[config.mk]
export PLATFORM = sky130hd
export DESIGN_NAME = uvs_cell
export DESIGN_NICKNAME = d
export VERILOG_FILES = /design/src/sv/uvs_pkg.sv /design/src/sv/uvs_cell.sv
export SDC_FILE = /design/constraint.sdc
export NUM_CORES = 1
export LEC_CHECK = 0
export ABC_CLOCK_PERIOD_IN_PS = 3400
export BUFFER_PORTS_ARGS = -buffer_cell sky130_fd_sc_hd__buf_2
export CELL_PAD_IN_SITES_DETAIL_PLACEMENT = 1
export CELL_PAD_IN_SITES_GLOBAL_PLACEMENT = 1
export CORE_MARGIN = 5
export CORE_UTILIZATION = 30
export DETAILED_ROUTE_END_ITERATION = 10
export GPL_TIMING_DRIVEN = 0
export PLACE_DENSITY = 0.66
export SYNTH_ARGS = -nofsm -noshare
export SYNTH_HDL_FRONTEND = slang
export SYNTH_SLANG_ARGS = --single-unit
[constraint.sdc]
create_clock -name clk -period 3.4 [get_ports clk]
set_input_delay 0.34 -clock clk [delete_from_list [all_inputs] [get_ports clk]]
set_output_delay 0.34 -clock clk [all_outputs]
set_load 0.1 [all_outputs]
[src/sv/uvs_pkg.sv]
// ----------------------------------------------------------------------------
// uvs_pkg: shared types, constants and tables for the UV sphere vertex block
// Holds the arctangent table, fixed-point constants and the pipeline beat type.
// ----------------------------------------------------------------------------
package uvs_pkg;

  localparam int CORDIC_STAGES_DEF = 16;
  localparam int MAX_LON_LEVEL_DEF = 6;
  localparam int ATAN_ENTRIES      = 24;

  // configuration register indexes
  localparam logic [1:0] REG_LAT    = 2'd0;
  localparam logic [1:0] REG_LON    = 2'd1;
  localparam logic [1:0] REG_RADIUS = 2'd2;

  localparam logic signed [33:0] CORDIC_GAIN_Q30 = 34'sd652032874;

  // arctangent of 2^-k in binary angle units (2^32 = one turn)
  function automatic logic signed [33:0] atan_turn(input int k);
    logic signed [33:0] t;
    begin
      case (k)
        0:  t = 34'sd536870912;
        1:  t = 34'sd316933406;
        2:  t = 34'sd167458907;
        3:  t = 34'sd85004756;
        4:  t = 34'sd42667331;
        5:  t = 34'sd21354465;
        6:  t = 34'sd10679838;
        7:  t = 34'sd5340245;
        8:  t = 34'sd2670163;
        9:  t = 34'sd1335087;
        10: t = 34'sd667544;
        11: t = 34'sd333772;
        12: t = 34'sd166886;
        13: t = 34'sd83443;
        14: t = 34'sd41722;
        15: t = 34'sd20861;
        16: t = 34'sd10430;
        17: t = 34'sd5215;
        18: t = 34'sd2608;
        19: t = 34'sd1304;
        20: t = 34'sd652;
        21: t = 34'sd326;
        22: t = 34'sd163;
        23: t = 34'sd81;
        default: t = 34'sd0;
      endcase
      return t;
    end
  endfunction

  // vertex kind carried through the pipeline
  typedef enum logic [3:0] {
    KIND_RING  = 4'b0001,
    KIND_NORTH = 4'b0010,
    KIND_SOUTH = 4'b0100,
    KIND_OOR   = 4'b1000
  } kind_t;

  // side data that rides along the rotation cells
  typedef struct packed {
    logic        vld;
    kind_t       kind;
    logic        flip_t;
    logic        flip_p;
    logic [15:0] radius;
    logic [15:0] tex_u;
    logic [15:0] tex_v;
    logic [13:0] addr;
  } side_t;

  // one CORDIC lane state
  typedef struct packed {
    logic signed [33:0] x;
    logic signed [33:0] y;
    logic signed [33:0] z;
  } rot_t;

endpackage

[src/sv/uvs_cell.sv]
// ----------------------------------------------------------------------------
// uvs_cell: one CORDIC rotation cell, two lanes (polar and azimuth)
// Each cell applies micro-rotation STAGE and hands the beat to the next cell.
// ----------------------------------------------------------------------------
module uvs_cell #(
  parameter int STAGE = 0
) (
  input  logic           clk,
  input  logic           rst,
  input  uvs_pkg::rot_t  t_in,
  input  uvs_pkg::rot_t  p_in,
  input  uvs_pkg::side_t s_in,
  output uvs_pkg::rot_t  t_out,
  output uvs_pkg::rot_t  p_out,
  output uvs_pkg::side_t s_out
);

  localparam logic signed [33:0] ANG = uvs_pkg::atan_turn(STAGE);

  function automatic uvs_pkg::rot_t rotate(input uvs_pkg::rot_t a);
    uvs_pkg::rot_t      r;
    logic signed [33:0] dx;
    logic signed [33:0] dy;
    begin
      dx = a.y >>> STAGE;
      dy = a.x >>> STAGE;
      if (!a.z[33]) begin
        r.x = a.x - dx; r.y = a.y + dy; r.z = a.z - ANG;
      end else begin
        r.x = a.x + dx; r.y = a.y - dy; r.z = a.z + ANG;
      end
      return r;
    end
  endfunction

  // data registers
  always_ff @(posedge clk) begin
    t_out <= rotate(t_in);
    p_out <= rotate(p_in);
    if (rst) begin
      s_out <= '0;
    end else begin
      s_out <= s_in;
    end
  end

endmodule

==> flow_metrics.py <==
metrics = {
    "pwr": {
        "power.switching_mw": 7.25,
        "switching_share": 0.500,
        "power.share.sequential": 0.264,
        "peakVddDrop_mv": 0.750,
        "total_power_mw": 14.5,
        "p_leak_nw": 11.4,
        "p_int_mw": 7.24,
        "power_density_nw_per_um2": 605,
        "p_comb_frac": 0.489,
        "clockPowerShare": 0.247,
    },
    "detailed_routing": {
        "post_drt_wl_per_cell_um": 24.0,
        "via_count": 19300,
        "dr.pass1.iters": 7,
        "drt_iter0_markers": 1289,
        "route.detailed.drc": 0,
        "wirelength_um": 88500,
        "ant_nets": 0,
        "viasPerCell": 5.23,
    },
    "worst_hold_path": {
        "holdPathStages": 2,
        "hp-class": "input pin to flop",
    },
    "clock_network": {
        "cts_sinks": 271,
        "root_buffer": "clkbuf_16",
        "numCtsBuffers": 30,
        "cts_tree": "built",
        "cts_htree_levels": 1,
        "clk_pin_slew_ps": 60,
        "clock_path_buffers": 3,
    },
    "floorplan": {
        "die_h_um": 254,
        "coreArea_sq_um": 58900,
        "die-area_sq_um": 64400,
        "placementRows": 89,
        "ios": 548,
        "initial_utilization": 0.303,
        "die_x_um": 254,
    },
    "global_route": {
        "grt.total_usage": 0.258,
        "antenna_found_initial": 19,
        "grt_start_max_net_pins": 16,
        "grt-ovfl-total": 0,
        "grt_first_pass_wirelength_um": 128000,
        "grt_pass1_vias": 20300,
    },
    "synth": {
        "synth_top_cells_by_area": "dfxtp_1, ha_1, a21oi_1",
        "ys_seq_elements": 271,
        "async_flop_share": 0,
        "ys.warnings.count": 0,
        "synth-edff-count": 0,
        "ys_seq_area_frac": 0.304,
        "syn_area_per_cell_sq_um": 8.21,
        "syn_area_sq_um": 17800,
        "synthDistinctLibCells": 86,
        "synth_top_cell_area_share": 0.304,
        "syn-num-nets": 2660,
        "yosysTopAreaCell": "dfxtp_1",
        "ys.flop_type": "dfxtp_1",
        "syn_inst": 2173,
    },
    "critical_path": {
        "cpMaxStageDelayCell": "a2111oi_2",
        "crit_path_max_fanout": 9,
        "start_kind": "input pin",
        "arrival_ps": 3730,
        "path_cells": "buf_2, inv_1, ha_1, buf_2, inv_1, o311a_1, o21ai_1, a2111oi_2, o31a_1, o21ai_0, o21ai_0, a32oi_1, xnor2_1",
        "slowest_delay_ps": 820,
        "cp.depth": 13,
        "cp-end-kind": "flop",
        "cp_top_family": "compound AO/OA/AOI/OAI gates",
        "path_buf_inv": 4,
        "required_ps": 3870,
        "setup.worst_path.class": "input pin to flop",
    },
    "cells_and_area": {
        "fin_area_sq_um": 24000,
        "syn_to_final_growth_pct": 34.3,
        "final_cells": 3688,
        "layout-drive-gt1-share": 0.226,
        "nets": 3363,
        "utilization": 0.407,
    },
    "place": {
        "dp_hpwl_um": 70100,
        "dpl_cell_area_sq_um": 21500,
        "placed_cells": 3490,
        "gp_congestion": 0.962,
        "port_buffers": 544,
        "preCtsSetupSlack_ps": -672,
    },
    "sta": {
        "tightest_slew_ps": 1150,
        "max_freq_mhz": 306,
        "rsz0062_at_grt": "false",
        "final-hold-violation-count": 0,
        "layout_min_cycle_time_ps": 3260,
        "period_share": 0.960,
        "worst_slack_ps": 135,
        "whs_ps": 8.66,
        "finalMaxSlewViolations": 0,
        "final.setup.tns_ps": 0,
        "setup_violations": 0,
        "slew_headroom": 0.234,
    },
    "flow_run": {
        "cap_violations": 0,
    },
    "run_status": {
        "outcome": "completed",
    },
}
logic make-up after synthesis:
family / synth area share
compound gates: 0.245
simple gates: 0.152
fa+ha+maj: 0.152
mux: 0.0163
xor+xnor: 0.0638
flops: 0.304
buf+inv: 0.0669
worst paths after layout:
path | startpoint | endpoint | slack [ps]
setup / recovery | p_in[37] | p_out[67] | 140
hold / removal | s_in[1] | s_out[1] | 9
sequential cells by signal (all words and copies together) (netlist names):
register and flops:
p_out 101, t_out 101, s_out 69
final cells by class:
class / instances / area [sq um]
Inverter: 210 / 788
Antenna cell: 15 / 37.5
Clock buffer: 42 / 866
Clock inverter: 14 / 225
Buffer: 99 / 404
Sequential cell: 271 / 5430
Timing Repair Buffer: 671 / 3990
Tap cell: 773 / 967
Fill cell: 7144 / 35000
Multi-Input combinational cell: 1593 / 11200
layout by cell type, fill, tap and decap left out, drive strengths merged, types with 12 or more instances in the layout:
cell         instances
ha                 204
a211oi              22
o31ai               20
nand2              100
inv                206
xnor2              106
o211ai              14
o21bai              42
nand4               25
dlygate4sd3        127
a31oi               20
nor3                49
diode               15
clkbuf             105
buf                580
nor2b               91
nand2b              20
o21a                18
nor4                14
a2111oi             12
nand3               26
xor2                24
a21o                50
nor2               163
a21oi              242
o21ai              133
dfxtp              271
mux2i               29
layer usage:
layer | GRT usage | share of wire
met5 | 0 | 0.00078
met4 | 0.0956 | 0.038
met3 | 0.0601 | 0.077
met2 | 0.448 | 0.48
met1 | 0.310 | 0.41
power groups by stage:
stage	logic (mW)	clock network (mW)	registers, mW
final	7.08	3.58	3.82
after global routing	7.36	3.81	3.86
after CTS	7.05	3.66	3.82
after detailed placement	6.91	0	3.88
after global placement	6.88	0	3.87
after floorplan	1.78	0	7.36
repair_timing:
item	CTS	global route
endpoints found under the setup margin	2	7
pin swaps	0	0
hold buffers	127	0
buffers inserted	0	0
resized for setup	1	5
endpoints found under the hold margin	127	0
synth_stat cells, types with 18 or more instances:
library cell	number
dfxtp_1	271
a21oi_1	239
ha_1	204
inv_1	200
nor2_1	163
o21ai_0	130
xnor2_1	106
nand2_1	100
nor2b_1	90
clkbuf_1	63
a21o_1	50
nor3_1	49
o21bai_1	42
mux2i_1	29
nand3_1	26
nand4_1	25
xor2_1	24
a211oi_1	22
a31oi_1	20
buf_2	20
nand2b_1	20
o31ai_1	20
o21a_1	18
Note: power is estimated with default switching activity, not from simulation.
