## src/sv/uvs_pkg.sv

```systemverilog
// ----------------------------------------------------------------------------
// uvs_pkg: shared types, constants and tables for the UV sphere vertex block
// Holds the arctangent table, fixed-point constants and the pipeline beat type.
// ----------------------------------------------------------------------------
package uvs_pkg;

  localparam int CORDIC_STAGES_DEF = 16;
  localparam int MAX_LON_LEVEL_DEF = 6;
  localparam int ATAN_ENTRIES      = 24;

  // configuration register indexes
  localparam logic [1:0] REG_LAT    = 2'd0;
  localparam logic [1:0] REG_LON    = 2'd1;
  localparam logic [1:0] REG_RADIUS = 2'd2;

  localparam logic signed [33:0] CORDIC_GAIN_Q30 = 34'sd652032874;

  // arctangent of 2^-k in binary angle units (2^32 = one turn)
  function automatic logic signed [33:0] atan_turn(input int k);
    logic signed [33:0] t;
    begin
      case (k)
        0:  t = 34'sd536870912;
        1:  t = 34'sd316933406;
        2:  t = 34'sd167458907;
        3:  t = 34'sd85004756;
        4:  t = 34'sd42667331;
        5:  t = 34'sd21354465;
        6:  t = 34'sd10679838;
        7:  t = 34'sd5340245;
        8:  t = 34'sd2670163;
        9:  t = 34'sd1335087;
        10: t = 34'sd667544;
        11: t = 34'sd333772;
        12: t = 34'sd166886;
        13: t = 34'sd83443;
        14: t = 34'sd41722;
        15: t = 34'sd20861;
        16: t = 34'sd10430;
        17: t = 34'sd5215;
        18: t = 34'sd2608;
        19: t = 34'sd1304;
        20: t = 34'sd652;
        21: t = 34'sd326;
        22: t = 34'sd163;
        23: t = 34'sd81;
        default: t = 34'sd0;
      endcase
      return t;
    end
  endfunction

  // vertex kind carried through the pipeline
  typedef enum logic [3:0] {
    KIND_RING  = 4'b0001,
    KIND_NORTH = 4'b0010,
    KIND_SOUTH = 4'b0100,
    KIND_OOR   = 4'b1000
  } kind_t;

  // side data that rides along the rotation cells
  typedef struct packed {
    logic        vld;
    kind_t       kind;
    logic        flip_t;
    logic        flip_p;
    logic [15:0] radius;
    logic [15:0] tex_u;
    logic [15:0] tex_v;
    logic [13:0] addr;
  } side_t;

  // one CORDIC lane state
  typedef struct packed {
    logic signed [33:0] x;
    logic signed [33:0] y;
    logic signed [33:0] z;
  } rot_t;

endpackage

```

## src/sv/uvs_front.sv

```systemverilog
// ----------------------------------------------------------------------------
// uvs_front: grid decode and angle setup
// Clamps levels, checks range, forms angles, texture and address; one register.
// ----------------------------------------------------------------------------
module uvs_front #(
  parameter int MAX_LON_LEVEL = uvs_pkg::MAX_LON_LEVEL_DEF
) (
  input  logic           clk,
  input  logic           rst,
  input  logic           go,
  input  logic [6:0]     grid_row,
  input  logic [6:0]     grid_col,
  input  logic [2:0]     lat_cfg,
  input  logic [2:0]     lon_cfg,
  input  logic [15:0]    sphere_radius,
  output uvs_pkg::rot_t  t_out,
  output uvs_pkg::rot_t  p_out,
  output uvs_pkg::side_t s_out
);

  // floor(2^32 / 3)
  localparam logic [31:0] THIRD = 32'h5555_5555;

  logic [2:0]      lat;
  logic [3:0]      lonp1;
  logic [7:0]      rings1;
  logic [8:0]      cols;
  logic [31:0]     theta;
  logic [31:0]     phi;
  logic [13:0]     row_prod;
  logic [6:0]      row_q;
  logic [6:0]      row_m3;
  logic [1:0]      row_rem;
  logic [31:0]     theta_base;
  logic [31:0]     theta_frac;
  logic [15:0]     tex_v;
  logic [13:0]     addr;
  logic [13:0]     addr_prod;
  logic [15:0]     tex_u;
  uvs_pkg::kind_t  kind;
  logic            oor;

  // table of round(i*32768/(R+1)) for each level would be large; divide by
  // 3*2^(L-1): v = (i*65536 + den) / (2*den), den = 3*2^(L-1)
  // -> floor((i*2^(17-L) + 3) / 6) ... computed with a reciprocal of 3
  logic [23:0] v_num;
  logic [47:0] v_prod;
  logic [23:0] v_q;

  function automatic logic signed [33:0] fold(input logic [31:0] a);
    logic [31:0] b;
    begin
      b = (a[31] ^ a[30]) ? a - 32'h8000_0000 : a;
      return {{2{b[31]}}, b};
    end
  endfunction

  always_comb begin
    lat    = (lat_cfg == 3'd0) ? 3'd1 : ((lat_cfg == 3'd7) ? 3'd6 : lat_cfg);
    lonp1  = ({1'b0, lon_cfg} > 4'(MAX_LON_LEVEL)) ? 4'(MAX_LON_LEVEL + 1) :
             {1'b0, lon_cfg} + 4'd1;
    rings1 = 8'(8'd3 << (lat - 3'd1));
    cols   = 9'd1 << lonp1;
    oor    = ({1'b0, grid_row} > rings1) || ({2'b0, grid_col} >= cols);
    // polar angle (row*2^(32-L) + 1)/3: row = 3q + rem, q*2^(32-L) exact,
    // rem part from floor(2^32/3) shifted, plus one when 2^k is 2 mod 3
    row_prod = {7'd0, grid_row} * 14'd43;
    row_q    = row_prod[13:7];
    row_m3   = row_q * 7'd3;
    row_rem  = 2'(grid_row - row_m3);
    theta_base = {25'd0, row_q} << (6'd32 - {3'd0, lat});
    case (row_rem)
      2'd1:    theta_frac = (THIRD >> lat) + {31'd0, lat[0]};
      2'd2:    theta_frac = (THIRD >> (lat - 3'd1)) + {31'd0, ~lat[0]};
      default: theta_frac = '0;
    endcase
    theta      = theta_base + theta_frac;
    phi        = 32'(({25'd0, grid_col} + 32'd1) << (6'd32 - {2'd0, lonp1}));
    tex_u      = 16'((({17'd0, grid_col} + 24'd1) << 15) >> lonp1);
    addr_prod  = 14'(({7'd0, grid_row} << lonp1) + {7'd0, grid_col});
    addr       = addr_prod;
    // v = floor((i*2^(17-L) + 3) / 6)
    v_num  = 24'(({17'd0, grid_row} << (5'd17 - {2'd0, lat})) + 24'd3);
    v_prod = 48'({24'd0, v_num} * 48'hAAAAAB);
    v_q    = v_prod[47:24] >> 2;
    tex_v  = v_q[15:0];
    if (oor) kind = uvs_pkg::KIND_OOR;
    else if (grid_row == 7'd0) kind = uvs_pkg::KIND_NORTH;
    else if ({1'b0, grid_row} == rings1) kind = uvs_pkg::KIND_SOUTH;
    else kind = uvs_pkg::KIND_RING;
  end

  always_ff @(posedge clk) begin
    t_out.x      <= uvs_pkg::CORDIC_GAIN_Q30;
    t_out.y      <= '0;
    t_out.z      <= fold(theta);
    p_out.x      <= uvs_pkg::CORDIC_GAIN_Q30;
    p_out.y      <= '0;
    p_out.z      <= fold(phi);
    s_out.vld    <= rst ? 1'b0 : go;
    s_out.kind   <= kind;
    s_out.flip_t <= theta[31] ^ theta[30];
    s_out.flip_p <= phi[31] ^ phi[30];
    s_out.radius <= sphere_radius;
    s_out.tex_u  <= tex_u;
    s_out.tex_v  <= tex_v;
    s_out.addr   <= addr;
  end

endmodule

```

## config.mk

```make
export PLATFORM = sky130hd
export DESIGN_NAME = uvs_front
export DESIGN_NICKNAME = d
export VERILOG_FILES = /design/src/sv/uvs_pkg.sv /design/src/sv/uvs_front.sv
export SDC_FILE = /design/constraint.sdc
export NUM_CORES = 1
export LEC_CHECK = 0
export ABC_AREA = 1
export BUFFER_PORTS_ARGS = -buffer_cell sky130_fd_sc_hd__buf_4
export CORE_MARGIN = 2
export CORE_UTILIZATION = 60
export CTS_CLUSTER_DIAMETER = 50
export DETAILED_ROUTE_END_ITERATION = 6
export GPL_ROUTABILITY_DRIVEN = 0
export PLACE_DENSITY = 0.91
export SETUP_SLACK_MARGIN = 0.5
export SLEW_MARGIN = 20
export SYNTH_ARGS = -nofsm -noshare
export SYNTH_HDL_FRONTEND = slang
export SYNTH_SLANG_ARGS = --single-unit
```

## constraint.sdc

```tcl
create_clock -name clk -period 9.5 [get_ports clk]
set_clock_uncertainty 0.1 [all_clocks]
set_input_delay 1.9 -clock clk [delete_from_list [all_inputs] [get_ports clk]]
set_output_delay 1.9 -clock clk [all_outputs]
set_load 0.03 [all_outputs]
```

==> reports/metrics.cfg <==
[placed_design]
post-dp-hpwl_mm = 43.2
port_buffers = 175
dp_cells = 3187
dp_slack_ns = 0.0229

[grt]
antenna_found_initial = 0
grt_pass1_vias = 17800
grt_pass1_wl_mm = 86.2
grt_max_degree = 31
grt_usage_pct = 32.0
grt_overflow = 0

[timing]
tightestPinTransition_ns = 0.679
rsz0062_at_grt = false
setup_violations = 0
hold_viol = 0
slew-limit-headroom_pct = 54.6
setup_tns_ns = 0
drv_slew = 0
max_freq_mhz = 114
finalCritPeriodShare_pct = 92.2
setup_ws_ns = 0.741
final.min_clock_period_ns = 8.76

[setup_path]
crit_slowest_cell = fa_1
path_max_fanout = 8
crit_type = in2reg
arrival_ns = 9.05
cpPeakStageDelay_ns = 0.63
required_ns = 9.79
critPathLaunchType = input pin
endpoint_kind = flop

[run_status]
status = finished, violations left
violations = DRC

[cells_and_area]
multiInputGateArea_um2 = 14600
diodes = 0
layout_common_cells = inv_1, nand2_1, ha_1
area_delta_synth_final_pct = 11.8
seq_area_um2 = 2640
stdcell_count = 3222
nets = 3338
nFillCells = 2370
layout_commonest_cell = inv_1
layout-drive-gt1-share_pct = 10.3

[route]
drtAntennaViolNets = 0
dr.pass1.iters = 7
vias_per_cell = 5.47
vias = 17600
drt_wl_total_mm = 53.5
wl_per_cell_um = 16.6
first_iter_violations = 1765
drc = 17

[die]
die_width_um = 185
num_rows = 66
initial_utilization_pct = 60.7
coreArea_um2 = 32500
die_h_um = 185
dieArea_um2 = 34300
ioPinCount = 312

[clocking]
cts-buffers-inserted = 17
cts_num_sinks = 132
ctsRootBufferMaster = clkbuf_16
h-tree-depth = 4
cts_buffer_depth = 2
cts_tree = built
clkTransAtPathRegs_ns = 0.07

[logic_synthesis]
synth-main-ff-cell = dfxtp_1
async_flop_share_pct = 0
avgSynthCellArea_um2 = 7.90
synth_edf_count = 0
synth_seq_cells = 132
yosysSeqAreaShare_pct = 13.4
synth_cell_types = 56
synth_warnings = 0
synthesis.area_um2 = 19700
synthCells = 2495

[flow_run]
cap_violations = 0

[min_path]
holdPathStages = 1
hp-class = in2reg

==> metal layers <==
layer | global-route usage, % | up-vias | part of all wire [%] | wire length (µm)
met5 | 0 | - | 0 | 0
met2 | 53.8 | 1242 | 47 | 25100
met4 | 21.1 | 0 | 7.2 | 3860
met3 | 7.73 | 354 | 10 | 5410
li1 | - | 7942 | - | -
met1 | 36.1 | 8074 | 36 | 19100
==> critical path: cells and delay by family <==
kind,cells,cell delay [ns]
compound gates,7,1.10
fa+ha+maj,8,3.92
buf+inv,9,0.86
xor+xnor,1,0.16
simple gates,8,1.09
==> logic make-up after synthesis <==
group	count (synthesis)	synth area share, %
other cells	2	0.0381
buf+inv	749	17.2
fa+ha+maj	532	41.7
mux	1	0.0508
xor+xnor	85	3.78
compound gates	312	9.23
simple gates	682	14.6
flops	132	13.4
==> sequential cells by signal (all words and copies together), names as in the netlist <==
| register | cells |
|---|---|
| s_out | 69 |
| t_out | 32 |
| p_out | 31 |
==> what timing repair did <==
item / in CTS / in global routing
hold buffers: 0 / 0
endpoints found under the setup margin: 2 / 15
cloned: 0 / 1
resized for setup: 1 / 15
buffers inserted: 0 / 2
pin swaps: 0 / 2
==> synth_stat cells, types with 3 or more instances <==
cell type  instances  area (µm²)
o22ai_1            7        43.8
inv_1            560        2100
or2_2              4        25.0
nand4_1           20         125
nand3_1           70         350
a21o_1            18         135
a21boi_0           5        37.5
o21bai_1           8        60.1
dfxtp_1          132        2640
buf_2              8        40.0
o21ai_1           26         130
o221ai_1           4        35.0
nor2_1           178         668
nor2_4             5        56.3
o21a_1             3        22.5
clkbuf_1          19        71.3
buf_6              4        45.0
o21ai_2            3        26.3
xnor2_1           26         228
ha_1             323        4040
a21oi_1          104         521
buf_4            142        1070
o31ai_1            5        37.5
nor3_1            21         105
nand2_1          359        1350
nand2_2            5        31.3
a31oi_1           15        93.8
fa_1             209        4180
inv_2             11        41.3
xor2_1            59         517
o21ai_0           91         455
nor4_1             6        37.5
o211ai_1           9        67.6
nand3b_1           3        22.5
==> area by class of cell <==
cell class / instances / share of cell area, %
Clock buffer: 19 / 2.01
Sequential cell: 132 / 12.0
Inverter: 573 / 9.76
Tap cell: 442 / 2.51
Clock inverter: 13 / 0.676
Timing Repair Buffer: 199 / 6.78
Multi-Input combinational cell: 1844 / 66.3
==> final timing paths <==
kind	startpoint	endpoint	slack, ns
min	sphere_radius[12]	s_out[58]	1.44
max	lat_cfg[2]	s_out[26]	0.74
==> per-stage QoR <==
step | utilization, % | instance area [µm²] | hold slack (ns)
CTS | 67.7 | 22000 | 1.44
global route | 67.9 | 22000 | 1.44
finish | 67.9 | 22000 | 1.44
detailed placement | 65.8 | 21400 | 1.91
floorplan | - | 20600 | 1.83
global placement | 65.8 | 21400 | 1.90
Power is not shown: default switching activity piles up to over one toggle a cycle in this logic, so the estimate is an artifact.
